--- config.mk ---
export PLATFORM = sky130hd
export DESIGN_NAME = rhsi_cordic_step
export DESIGN_NICKNAME = d
export VERILOG_FILES = /design/src/rtl/core/rhsi_pkg.sv /design/src/rtl/core/rhsi_cordic_step.sv
export SDC_FILE = /design/constraint.sdc
export NUM_CORES = 1
export LEC_CHECK = 0
export BUFFER_PORTS_ARGS = -buffer_cell sky130_fd_sc_hd__buf_2
export CAP_MARGIN = 10
export CORE_AREA = 4 4 179 181
export DETAILED_ROUTE_END_ITERATION = 8
export DIE_AREA = 0 0 183 185
export GPL_ROUTABILITY_DRIVEN = 1
export SLEW_MARGIN = 20
export SYNTH_ARGS = -nofsm -noshare
export SYNTH_HDL_FRONTEND = slang
export SYNTH_SLANG_ARGS = --single-unit
export TNS_END_PERCENT = 20
--- constraint.sdc ---
create_clock -name vclk -period 8.7
set_clock_uncertainty 0.15 [all_clocks]
set_input_delay 1.305 -clock vclk [all_inputs]
set_output_delay 1.305 -clock vclk [all_outputs]
set_load 0.05 [all_outputs]
--- src/rtl/core/rhsi_pkg.sv ---
// Shared constants, pipeline record type and CORDIC angle table
// for the RGB to HSI pixel converter. No dependencies.
`timescale 1ns / 1ps

package rhsi_pkg;

  localparam int CORDIC_STEPS = 22;
  localparam int DIV_BITS     = 8;
  localparam int XW           = 28;  // CORDIC vector component width
  localparam int AW           = 27;  // signed angle accumulator width

  localparam logic signed [AW-1:0] DEG180_Q16 = 27'sd11796480;
  localparam logic signed [AW-1:0] FULL_Q16   = 27'sd23592960;

  localparam logic [17:0] SQRT3_Q16  = 18'd113512;
  localparam logic [13:0] HUE_RECIP  = 14'd11651;  // ceil(2^19 / 45)
  localparam logic [9:0]  INT_RECIP  = 10'd683;    // ceil(2^11 / 3)
  localparam logic [9:0]  SAT_LOW    = 10'd61;
  localparam logic [9:0]  SAT_HIGH   = 10'd704;
  localparam logic [8:0]  GAIN_RESET = 9'd179;

  // atan(2^-i) in 1/65536 degree, rounded
  function automatic logic signed [AW-1:0] atan_q16(input int unsigned idx);
    logic signed [AW-1:0] v;
    case (idx)
      0:  v = 27'sd2949120;
      1:  v = 27'sd1740967;
      2:  v = 27'sd919879;
      3:  v = 27'sd466945;
      4:  v = 27'sd234379;
      5:  v = 27'sd117304;
      6:  v = 27'sd58666;
      7:  v = 27'sd29335;
      8:  v = 27'sd14668;
      9:  v = 27'sd7334;
      10: v = 27'sd3667;
      11: v = 27'sd1833;
      12: v = 27'sd917;
      13: v = 27'sd458;
      14: v = 27'sd229;
      15: v = 27'sd115;
      16: v = 27'sd57;
      17: v = 27'sd29;
      18: v = 27'sd14;
      19: v = 27'sd7;
      20: v = 27'sd4;
      21: v = 27'sd2;
      default: v = '0;
    endcase
    return v;
  endfunction

  typedef struct packed {
    logic [7:0]           r;
    logic [7:0]           g;
    logic [7:0]           b;
    logic [9:0]           sum;
    logic [7:0]           mn;
    logic                 gray;
    logic                 sat_ok;
    logic signed [10:0]   xd;     // 2r - g - b
    logic signed [8:0]    d;      // g - b
    logic                 neg;    // vector was mirrored, add 180 deg
    logic signed [XW-1:0] cx;
    logic signed [XW-1:0] cy;
    logic signed [AW-1:0] acc;
    logic [17:0]          rem;
    logic [7:0]           quot;
    logic [18:0]          iprod;
    logic [7:0]           inten;
    logic [16:0]          ht;
    logic [7:0]           hue;
    logic [7:0]           sat;
  } pipe_t;

endpackage

--- src/rtl/core/rhsi_cordic_step.sv ---
// One CORDIC vectoring iteration with shift amount STEP.
// Depends on rhsi_pkg.
`timescale 1ns / 1ps

module rhsi_cordic_step #(
  parameter int STEP = 0
) (
  input  rhsi_pkg::pipe_t din,
  output rhsi_pkg::pipe_t dout
);
  import rhsi_pkg::*;

  logic signed [XW-1:0] xs;
  logic signed [XW-1:0] ys;

  // shifts truncate toward zero
  assign xs = (din.cx < 0) ? -((-din.cx) >>> STEP) : (din.cx >>> STEP);
  assign ys = (din.cy < 0) ? -((-din.cy) >>> STEP) : (din.cy >>> STEP);

  always_comb begin
    dout = din;
    if (din.cy > 0) begin
      dout.cx  = din.cx + ys;
      dout.cy  = din.cy - xs;
      dout.acc = din.acc + atan_q16(STEP);
    end else begin
      dout.cx  = din.cx - ys;
      dout.cy  = din.cy + xs;
      dout.acc = din.acc - atan_q16(STEP);
    end
  end

endmodule

==> out/metrics.yaml <==
run_status:
  status: "finished, final reports clean"
setup_path:
  crit_type: "primary input to output pin"
  crit_path_end_kind: "output pin"
  worstPathMaxFanout: 17
  worstPathArrival_ns: 6.41
  critPathRequiredTime_ns: 7.24
  crit_path_start_kind: "primary input"
pwr:
  swShare: 0.721
  pwr-share-seq: 0
  pwr-share-comb: 1.000
  power.switching_mw: 0.629
  ir_drop_uv: 88.4
  clkPwrFrac: 0
  p_leak_nw: 2.35
  pwr_density_cell_nw_per_um2: 164
  p_int_mw: 0.243
cells_and_area:
  num-fill-cells: 3524
  n_antenna_cell: 0
  seq_area_um2: 0
  final_common_cell: "buf_2"
  final_layout_size_suffix_gt1_frac: 0.217
  final_cell_mix: "buf_2 (134), xnor2_1 (70), ha_1 (65), a21oi_1 (56), nor2_1 (53)"
  seq_cell_count: 0
  fin_nets: 1022
  clock_buffers: 0
  syn_to_final_growth_pct: -2.37
  multi_input_area_um2: 4060
timing:
  maxSlewHeadroom: 0.461
  hold_violations: 0
  fin_crit_sh: 0.904
  final-setup-viol-count: 0
  fin_setup_tns_ns: 0
  slew_violations: 0
  max_slew.worst_pin.slew_ns: 0.807
  fin_crit_ns: 7.86
  fin_ws_ns: 0.839
  max_freq_mhz: 127
  rsz0062_at_grt: "no"
global_routing:
  grt_use_total: 0.107
  grt_pass1_vias: 4778
  grt_overflow: 0
  antenna_found_initial: 2
  grt_max_degree: 42
  grt_pass1_wl_um: 28600
floorplan:
  fp.dieArea_um2: 33900
  ioPinCount: 468
  die_x_um: 183
  start_util: 0.179
  fp.coreArea_um2: 30400
  rows: 64
  dieHeight_um: 185
logic_synthesis:
  synth_cells: 760
  syn-num-nets: 1062
  synth_seq_area_share: 0
  synth_area_per_cell_um2: 7.15
  synth.distinct_cells: 60
  netlist_area_um2: 5430
  yosysWarnings: 0
job:
  max_cap_violations: 0
drt:
  vias_per_cell: 4.54
  drc: 0
  drtPass1Iterations: 5
  vias: 5056
  routedWlPerCell_um: 17.6
  ant_nets: 0
  routed_wl_um: 19600
  initialDrtViolationCount: 297
cts:
  postCtsHoldBufs: 0
  cts_resized: 0
  post_cts_buffers: 0
placed_design:
  gp_congestion: 0.840
  port_buffers: 134
  dp_hpwl_um: 17300
  post-place-ws_ns: 0.877
min_path:
  hold_class: "primary input to output pin"
## cell type report
| class | instances | area share |
|---|---|---|
| well taps | 396 | 0.0934 |
| multi-input cells | 563 | 0.765 |
| repair buffers | 135 | 0.128 |
| inverters | 20 | 0.0142 |
## worst max-delay path, stage by stage
cell	delay, ns
buf_2	0.15
nor4_2	0.52
and2_1	0.25
nand2_1	0.13
nor2_1	0.17
nor2_2	0.06
inv_1	0.60
a21oi_1	0.12
xnor2_1	0.18
ha_1	0.35
a21o_1	0.22
o2bb2ai_1	0.16
o41ai_2	0.51
o211ai_1	0.20
a31oi_1	0.55
o21ai_0	0.25
a31oi_1	0.24
xnor2_1	0.14
buf_2	0.29
## synth_stat cells, drive strengths merged (6+ instances only)
cell      n  area [um2]
buf     168        1260
xnor2    70         613
ha       65         813
a21oi    56         280
nor2     54         203
nand2    49         184
o21ai    44         224
xor2     37         324
a21o     28         210
inv      20        75.1
a31oi    14        87.6
nor3     14        70.1
nand3    13        65.1
o31ai    13        97.6
and3      9        56.3
clkbuf    9        43.8
nor4      9        75.1
nor2b     8        50.1
nand2b    7        43.8
o21a      7        52.6
o21bai    6        48.8
o41ai     6        60.1
## path summary, 6_finish.rpt
kind / slack, ns / start / cells after the start / end
worst max-delay path: 0.84 / din[122] / 19 / dout[165]
worst min-delay path: 2.46 / din[224] / 0 / dout[224]
## layer usage
layer,part of all wire,vias up,global-route usage
met2,0.45,244,0.177
met5,0.0017,-,0
li1,-,2442,-
met4,0.029,4,0.0259
met1,0.41,2278,0.131
met3,0.11,88,0.0422
## per-stage QoR
stage | area [um2] | hold WS (ns) | cells | util | power [mW]
6_report | 5300 | 2.46 | 1114 | 0.174 | 0.872
5_1_grt | 5300 | 2.46 | 1114 | 0.174 | 0.940
4_1_cts | 5300 | 2.46 | 1114 | 0.174 | 0.886
3_5_place_dp | 5300 | 2.46 | 1114 | 0.174 | 0.881
3_3_place_gp | 5300 | 2.46 | 1114 | 0.174 | 0.879
2_1_floorplan | 5430 | 2.63 | 760 | - | 0.867
## power by group through the flow
stage,sequential [mW],combinational [mW],clock [mW]
detailed placement,0,0.881,0
floorplan,0,0.867,0
global placement,0,0.879,0
global route,0,0.940,0
finish,0,0.872,0
CTS,0,0.886,0
## kinds of logic (layout without fill, tap and decap cells)
family / after synthesis / after routing / share of synthesized area
AOI/OAI and AO/OA: 198 / 198 / 0.234
xor gates and xnor gates: 107 / 107 / 0.173
and+or+nand+nor: 190 / 190 / 0.179
buffers and inverters: 197 / 155 / 0.254
adders and majority gates: 68 / 68 / 0.161
Power figures use the tool's default switching activity.
