$ cat src/rtl/core/rhsi_pkg.sv
// Shared constants, pipeline record type and CORDIC angle table
// for the RGB to HSI pixel converter. No dependencies.
`timescale 1ns / 1ps

package rhsi_pkg;

  localparam int CORDIC_STEPS = 22;
  localparam int DIV_BITS     = 8;
  localparam int XW           = 28;  // CORDIC vector component width
  localparam int AW           = 27;  // signed angle accumulator width

  localparam logic signed [AW-1:0] DEG180_Q16 = 27'sd11796480;
  localparam logic signed [AW-1:0] FULL_Q16   = 27'sd23592960;

  localparam logic [17:0] SQRT3_Q16  = 18'd113512;
  localparam logic [13:0] HUE_RECIP  = 14'd11651;  // ceil(2^19 / 45)
  localparam logic [9:0]  INT_RECIP  = 10'd683;    // ceil(2^11 / 3)
  localparam logic [9:0]  SAT_LOW    = 10'd61;
  localparam logic [9:0]  SAT_HIGH   = 10'd704;
  localparam logic [8:0]  GAIN_RESET = 9'd179;

  // atan(2^-i) in 1/65536 degree, rounded
  function automatic logic signed [AW-1:0] atan_q16(input int unsigned idx);
    logic signed [AW-1:0] v;
    case (idx)
      0:  v = 27'sd2949120;
      1:  v = 27'sd1740967;
      2:  v = 27'sd919879;
      3:  v = 27'sd466945;
      4:  v = 27'sd234379;
      5:  v = 27'sd117304;
      6:  v = 27'sd58666;
      7:  v = 27'sd29335;
      8:  v = 27'sd14668;
      9:  v = 27'sd7334;
      10: v = 27'sd3667;
      11: v = 27'sd1833;
      12: v = 27'sd917;
      13: v = 27'sd458;
      14: v = 27'sd229;
      15: v = 27'sd115;
      16: v = 27'sd57;
      17: v = 27'sd29;
      18: v = 27'sd14;
      19: v = 27'sd7;
      20: v = 27'sd4;
      21: v = 27'sd2;
      default: v = '0;
    endcase
    return v;
  endfunction

  typedef struct packed {
    logic [7:0]           r;
    logic [7:0]           g;
    logic [7:0]           b;
    logic [9:0]           sum;
    logic [7:0]           mn;
    logic                 gray;
    logic                 sat_ok;
    logic signed [10:0]   xd;     // 2r - g - b
    logic signed [8:0]    d;      // g - b
    logic                 neg;    // vector was mirrored, add 180 deg
    logic signed [XW-1:0] cx;
    logic signed [XW-1:0] cy;
    logic signed [AW-1:0] acc;
    logic [17:0]          rem;
    logic [7:0]           quot;
    logic [18:0]          iprod;
    logic [7:0]           inten;
    logic [16:0]          ht;
    logic [7:0]           hue;
    logic [7:0]           sat;
  } pipe_t;

endpackage

$ cat src/rtl/core/rhsi_div_step.sv
// One restoring-division step for the saturation quotient, bit BIT.
// Depends on rhsi_pkg.
`timescale 1ns / 1ps

module rhsi_div_step #(
  parameter int BIT = 0
) (
  input  rhsi_pkg::pipe_t din,
  output rhsi_pkg::pipe_t dout
);
  import rhsi_pkg::*;

  logic [17:0] dv;

  assign dv = 18'(din.sum) << BIT;

  always_comb begin
    dout = din;
    if (din.rem >= dv) begin
      dout.rem       = din.rem - dv;
      dout.quot[BIT] = 1'b1;
    end
  end

endmodule

$ cat config.mk
export PLATFORM = sky130hd
export DESIGN_NAME = rhsi_div_step
export DESIGN_NICKNAME = d
export VERILOG_FILES = /design/src/rtl/core/rhsi_pkg.sv /design/src/rtl/core/rhsi_div_step.sv
export SDC_FILE = /design/constraint.sdc
export NUM_CORES = 1
export LEC_CHECK = 0
export ABC_AREA = 1
export BUFFER_PORTS_ARGS = -buffer_cell sky130_fd_sc_hd__buf_2
export CAP_MARGIN = 20
export CORE_AREA = 2 2 183 185
export DETAILED_ROUTE_END_ITERATION = 7
export DIE_AREA = 0 0 185 187
export GPL_ROUTABILITY_DRIVEN = 0
export PLACE_DENSITY = 0.36
export SLEW_MARGIN = 40
export SYNTH_ARGS = -nofsm -noshare
export SYNTH_HDL_FRONTEND = slang
export SYNTH_SLANG_ARGS = --single-unit
$ cat constraint.sdc
create_clock -name vclk -period 5.31
set_clock_uncertainty 0.2 [all_clocks]
set_input_delay 0.2655 -clock vclk [all_inputs]
set_output_delay 0.2655 -clock vclk [all_outputs]
set_load 0.02 [all_outputs]
==> metrics.md, run 1 <==
| Metric | Value |
|---|---|
| Pin count of the biggest net entering global routing | 25 |
| Register area share after synthesis | 0 |
| Final antenna-violating net count | 0 |
| CP endpoint kind | output pin |
| Rows | 67 |
| Max rail drop VDD | approximately 20 uV |
| Worst Path Arrival | roughly 2300 ps |
| Post-Syn Nets | between 600 and 700 |
| Post-CTS Setup Inserts | 0 |
| CLK BUF | 0 |
| Core area | approximately 33000 um^2 |
| Most frequent cells in the layout | buf_2 (58), nand2_1 (57), inv_1 (22), nor2_1 (22), ha_1 (10) |
| Final Setup Violations | 0 |
| P_leak | 0.8303 nW |
| Initial Utilization | 0.08555 |
| Fin util | 0.06134 |
| Crit path cell chain | buf_2 -> ha_1 -> a21oi_1 -> o21ai_2 -> nand2_2 -> nand2_2 -> nand2_2 -> nand2_8 -> nor2_8 -> nand2_1 -> o21ai_2 -> buf_2 |
| Crit path time final | ~2700 ps |
| Max Cap Violations | 0 |
| Final net count | approximately 500 |
| Hold EP | dout[112] |
| CP top delay family | simple AND/OR/NAND/NOR gates |
| Min-Delay Path Class | input port to output pin |
| I/O Buffers | 58 |
| Synthesis warning total | 0 |
| Clock share of power | 0 |
| Layout cells sized above 1 | 0.4064 |
| CP max stage cell | nor2_8 |
| Highest Clock Rate | around 370 MHz |
| DR vias | roughly 1700 |
| Pre-CTS setup slack | 2511 ps |
| I/O Pins | about 470 |
| CP max FO | 24 |
| CTS resizes | 0 |
| Hold path depth | 0 |
| Crit path launch | din[71] |
| Crit path launch type | input port |
| First-pass DRT Iterations | 4 |
| Comb power frac | 1.000 |
| Outcome | completed |
| Worst Tran Pin Value | just over 600 ps |
| Endpoints failing hold | 0 |
| Cell count after synthesis | 410 |
| Kind of critical path | input port to output pin |
| Sw Pwr | 127.6 uW |
| Buffers & Inverters on Critical Path | 2 |
| Vias in the first global route | approximately 1700 |
| Synth area leaders | buf_4 (57%), nand2_1 (7.6%), ha_1 (4.5%) |
| WP data required | between 4000 and 5000 ps |
| Critical hold path startpoint | din[112] |
| Drt drc | 0 |
| Non-Filler Instances | between 700 and 800 |
| Layout area overhead | -28.30% |
| Pwr Total | slightly below 200 uW |
| First-pass GRT wire length | roughly 15000 um |
| Die X | 185 um |
| Commonest non-fill, non-tap cell in the layout | buf_2 |
| Distinct cells, synth | 32 |
| Post-synth top area cell | buf_4 |
| Die Y | between 150 and 200 um |
| Gr usage total | 0.06385 |
| Reg area | 0 um^2 |
| Max incr delay on CP | between 400 and 500 ps |
| Cell Int Power | 68.90 uW |
| Slew Limit Fails | 0 |
| Drt wl/cell | ~17 um |
| Worst Slack Setup Final | ~2600 ps |
| Seq Cell Count | 0 |
| Synth top area share | 0.5741 |
| DIE AREA | 34600 um^2 |
| DR vias/cell | about 2.4 |
| Post-Synthesis Mean Instance Area | 6.857 um^2 |
| Dpl hpwl | ~11000 um |
| Setup TNS | 0 ps |
| Slew margin rel. | 0.5910 |
| Cts hold-fix bufs | 0 |
| Flop pwr share | 0 |
| Final Cycle Share | 0.5113 |
| DRT Wirelength | 11780 um |
| Post-placement cell count | roughly 700 |
| Fillers | around 4000 |
| Pwr per Cell Area | a little under 100 nW/um^2 |
| Net Sw Frac | 0.6493 |
| Most common cell on crit path | nand2_2 |
| Initial DRC count | 79 |
| Initial antenna violation count | 5 |
| Cell area after synthesis | approximately 2800 um^2 |
| Remaining global-route overflow | 0 |
| RSZ-0062 raised after global routing | false |
-- Yosys cell counts (all sizes together) --
cell type and instances:
buf 217, nand2 71, inv 28, nor2 27, o21ai 12, a21oi 11, ha 10, nand3 10
xnor2 5, nand3b 4, nand4 3, nor3 3, xor2 3, a21boi 2, a21o 1, and3 1
fa 1, or2 1
-- power by group through the flow --
stage | logic, mW | registers, mW | clock network (mW)
6_report | 0.196 | 0 | 0.0000000756
3_5_place_dp | 0.205 | 0 | 0
3_3_place_gp | 0.205 | 0 | 0
2_1_floorplan | 0.358 | 0 | 0
5_1_grt | 0.220 | 0 | 0
4_1_cts | 0.205 | 0 | 0
-- per-stage QoR --
stage | hold slack [ps] | cell area, um^2
2_1_floorplan | 443.6 | 2811
3_5_place_dp | 331.1 | 2008
4_1_cts | 331.1 | 2008
3_3_place_gp | 331.1 | 2008
6_report | 331.0 | 2016
5_1_grt | 331.0 | 2008
-- logic make-up after synthesis --
| kind of cell | synth area share |
|---|---|
| and+or+nand+nor | 0.2248 |
| adders and majority gates | 0.05162 |
| xor gates and xnor gates | 0.02492 |
| buffers and inverters | 0.6257 |
| AOI/OAI and AO/OA | 0.07299 |
-- how the worst max path moves through the flow --
| stage | slack, ps | cells after the start | to |
|---|---|---|---|
| floorplan | 3000 | 11 | dout[68] |
| global placement | 2540 | 12 | dout[78] |
| detailed placement | 2510 | 12 | dout[70] |
| CTS | 2510 | 12 | dout[78] |
| global route | 2350 | 13 | dout[68] |
| finish | 2600 | 12 | dout[71] |
-- final cells by class --
cell class | count | area [um^2] | area share
antenna | 3 | 7.507 | 0.003724
multi-input combinational | 165 | 1052 | 0.5220
tap | 448 | 560.5 | 0.2781
inverter | 28 | 105.1 | 0.05214
timing repair buffer | 58 | 290.3 | 0.1440
-- per-layer routing --
| layer | vias to the layer above | global-route usage | part of all wire | wire length (um) |
|---|---|---|---|---|
| met1 | 670 | 0.05146 | 0.27 | 3159 |
| li1 | 736 | - | - | - |
| met4 | 6 | 0.02991 | 0.053 | 621 |
| met5 | - | 0.004286 | 0.0029 | 34 |
| met2 | 223 | 0.1111 | 0.49 | 5742 |
| met3 | 82 | 0.05023 | 0.19 | 2223 |
Power figures use the tool's default switching activity.
==> run 2: changes to the inputs <==
Settings changed: CORE_AREA 2 2 183 185 to 2 2 181 183, DIE_AREA 0 0 185 187 to 0 0 183 185, PLACE_DENSITY 0.36 to 0.38.
Clock period 5.31 ns to 2.2 ns, I/O delays scaled along.
==> metrics.md, run 2 (synthesis results as in run 1) <==
| Metric | Value |
|---|---|
| Slew Limit Fails | 0 (unchanged) |
| Cell Int Power | 267.7 uW (was 68.90 uW) |
| Max rail drop VDD | 47.22 uV (was 20.45 uV) |
| Gr usage total | 0.06188 (was 0.06385) |
| Kind of critical path | input port to output pin (unchanged) |
| Final Cycle Share | 0.9576 |
| DIE AREA | 33860 um^2 (was 34600 um^2) |
| Highest Clock Rate | approximately 470 MHz |
| Layout cells sized above 1 | 0.5878 (was 0.4064) |
| CP top delay family | adder cells (was simple AND/OR/NAND/NOR gates) |
| Initial antenna violation count | 6 (was 5) |
| Cell count along the critical path | 13 (was 12) |
| CP max FO | 5 (was 24) |
| Setup TNS | 0 ps (unchanged) |
| Pwr per Cell Area | 240.1 nW/um^2 (was 97.47 nW/um^2) |
| Flop pwr share | 0 (about the same) |
| Pin count of the biggest net entering global routing | 6 (was 25) |
| Die Y | 185 um (was 187 um) |
| I/O Buffers | 58 (unchanged) |
| Fin util | 0.08037 (was 0.06134) |
| Worst Tran Pin Value | 379.6 ps (was 613.5 ps) |
| Worst Path Arrival | 1800 ps (was 2250 ps) |
| Pwr Total | 618.3 uW (was 196.5 uW) |
| DR vias/cell | 2.664 (was 2.446) |
| Outcome | completed (unchanged) |
| Dpl hpwl | 9698 um (was 10970 um) |
| P_leak | 1.109 nW (was 0.8303 nW) |
| Die X | 183 um (was 185 um) |
| Drt drc | 0 (unchanged) |
| Net Sw Frac | 0.5671 (was 0.6493) |
| Max incr delay on CP | 380 ps (was 480 ps) |
| CP max stage cell | fa_2 (was nor2_8) |
| Clock share of power | 0 (about the same) |
| CP endpoint kind | output pin (unchanged) |
| Most common cell on crit path | nand2_2 (unchanged) |
| Slew margin rel. | 0.7451 (was 0.5910) |
| I/O Pins | 468 (unchanged) |
| Crit path launch type | input port (unchanged) |
| Worst setup path end | dout[84] (was dout[71]) |
| Cts hold-fix bufs | 0 (unchanged) |
| Finished Cell Area | 2575 um^2 (was 2016 um^2) |
| Final antenna-violating net count | 0 (unchanged) |
| WP data required | 1890 ps (was 4840 ps) |
| Drt wl/cell | 16.00 um (was 16.78 um) |
| First-pass GRT wire length | 14620 um (was 14930 um) |
| Max Cap Violations | 0 (unchanged) |
| Post-placement cell area | 2233 um^2 (was 2008 um^2) |
| Non-Filler Instances | 706 (was 702) |
| Crit path launch | din[68] (was din[71]) |
| Most frequent cells in the layout | buf_2 (51), nand2_1 (50), buf_4 (41) (was buf_2 (58), nand2_1 (57), inv_1 (22), nor2_1 (22), ha_1 (10)) |
| Layout area overhead | -8.411% (was -28.30%) |
| Final net count | 543 (was 498) |
| Core area | 32040 um^2 (was 32860 um^2) |
| Initial Utilization | 0.08775 (was 0.08555) |
| Sw Pwr | 350.6 uW (was 127.6 uW) |
| Vias in the first global route | 2020 (was 1748) |
| Min-Delay Path Class | input port to output pin (unchanged) |
| Post-placement cell count | 694 (was 699) |
| Remaining global-route overflow | 0 (unchanged) |
| Crit path cell chain | buf_8 -> inv_4 -> ha_4 -> fa_2 -> o21ai_4 -> nand2_2 -> nand2_2 -> nand2_4 -> nand2_8 -> nor2_8 -> buf_12 -> a21oi_4 -> buf_6 (was buf_2 -> ha_1 -> a21oi_1 -> o21ai_2 -> nand2_2 -> nand2_2 -> nand2_2 -> nand2_8 -> nor2_8 -> nand2_1 -> o21ai_2 -> buf_2) |
| Seq Cell Count | 0 (unchanged) |
| First-pass DRT Iterations | 4 (unchanged) |
| Reg area | 0 um^2 (unchanged) |
| Endpoints failing hold | 0 (unchanged) |
| Pre-CTS setup slack | -270.0 ps (was 2511 ps) |
| Commonest non-fill, non-tap cell in the layout | buf_2 (unchanged) |
| Initial DRC count | 45 (was 79) |
| DRT Wirelength | 11300 um (was 11780 um) |
| Buffers & Inverters on Critical Path | 4 (was 2) |
| Final Setup Violations | 0 (unchanged) |
| Worst Slack Setup Final | 93.25 ps (was 2595 ps) |
| Hold_ws | 20.01 ps (was 331.0 ps) |
| Rows | 66 (was 67) |
| Crit path time final | between 2000 and 2500 ps |
| CLK BUF | 0 (unchanged) |
| RSZ-0062 raised after global routing | true (was false) |
| DR vias | 1881 (was 1717) |
| Comb power frac | 1.000 (about the same) |
-- run 2: cell types whose count changed in the layout (fill, tap and decap cells not counted), sizes merged --
cell    delta
buf       +43
diode      -1
nor2       +1
clkbuf     +1
-- run 2: power by group through the flow --
stage                     combinational (mW)    clock, mW  sequential, mW
final                                  0.618  0.000000122               0
after global placement                 0.562            0               0
after global routing                   0.686            0               0
after CTS                              0.592            0               0
after floorplan                        0.864            0               0
after detailed placement               0.562            0               0
-- run 2: timing repair --
| action | in CTS | in global routing |
|---|---|---|
| endpoints found under the setup margin | 19 | 19 |
| pin swaps | 7 | 15 |
| resized for setup | 15 | 33 |
| cloned | 1 | 0 |
| buffers inserted | 8 | 1 |
-- run 2: worst min path at each step --
stage | start | endpoint | slack (ps) | depth (start not counted)
CTS | din[110] | dout[110] | 20 | 0
global placement | din[110] | dout[110] | 20 | 0
finish | din[114] | dout[114] | 20 | 0
floorplan | din[0] | dout[0] | 130 | 1
detailed placement | din[110] | dout[110] | 20 | 0
global route | din[42] | dout[42] | 20 | 0
-- run 2: area by class of cell --
type / instances / area [um^2]
Antenna cell: 2 / 5.005
Fill cell: 3783 / 29470
Inverter: 28 / 107.6
Multi-Input combinational cell: 166 / 1241
Tap cell: 408 / 510.5
Timing Repair Buffer: 102 / 710.7
-- run 2: layer usage --
metal,GRT usage,share of wire,vias to the layer above
li1,-,-,827
met1,0.05018,0.28,721
met2,0.09697,0.42,195
met3,0.04856,0.19,130
met4,0.05440,0.10,8
met5,0,0.0045,-
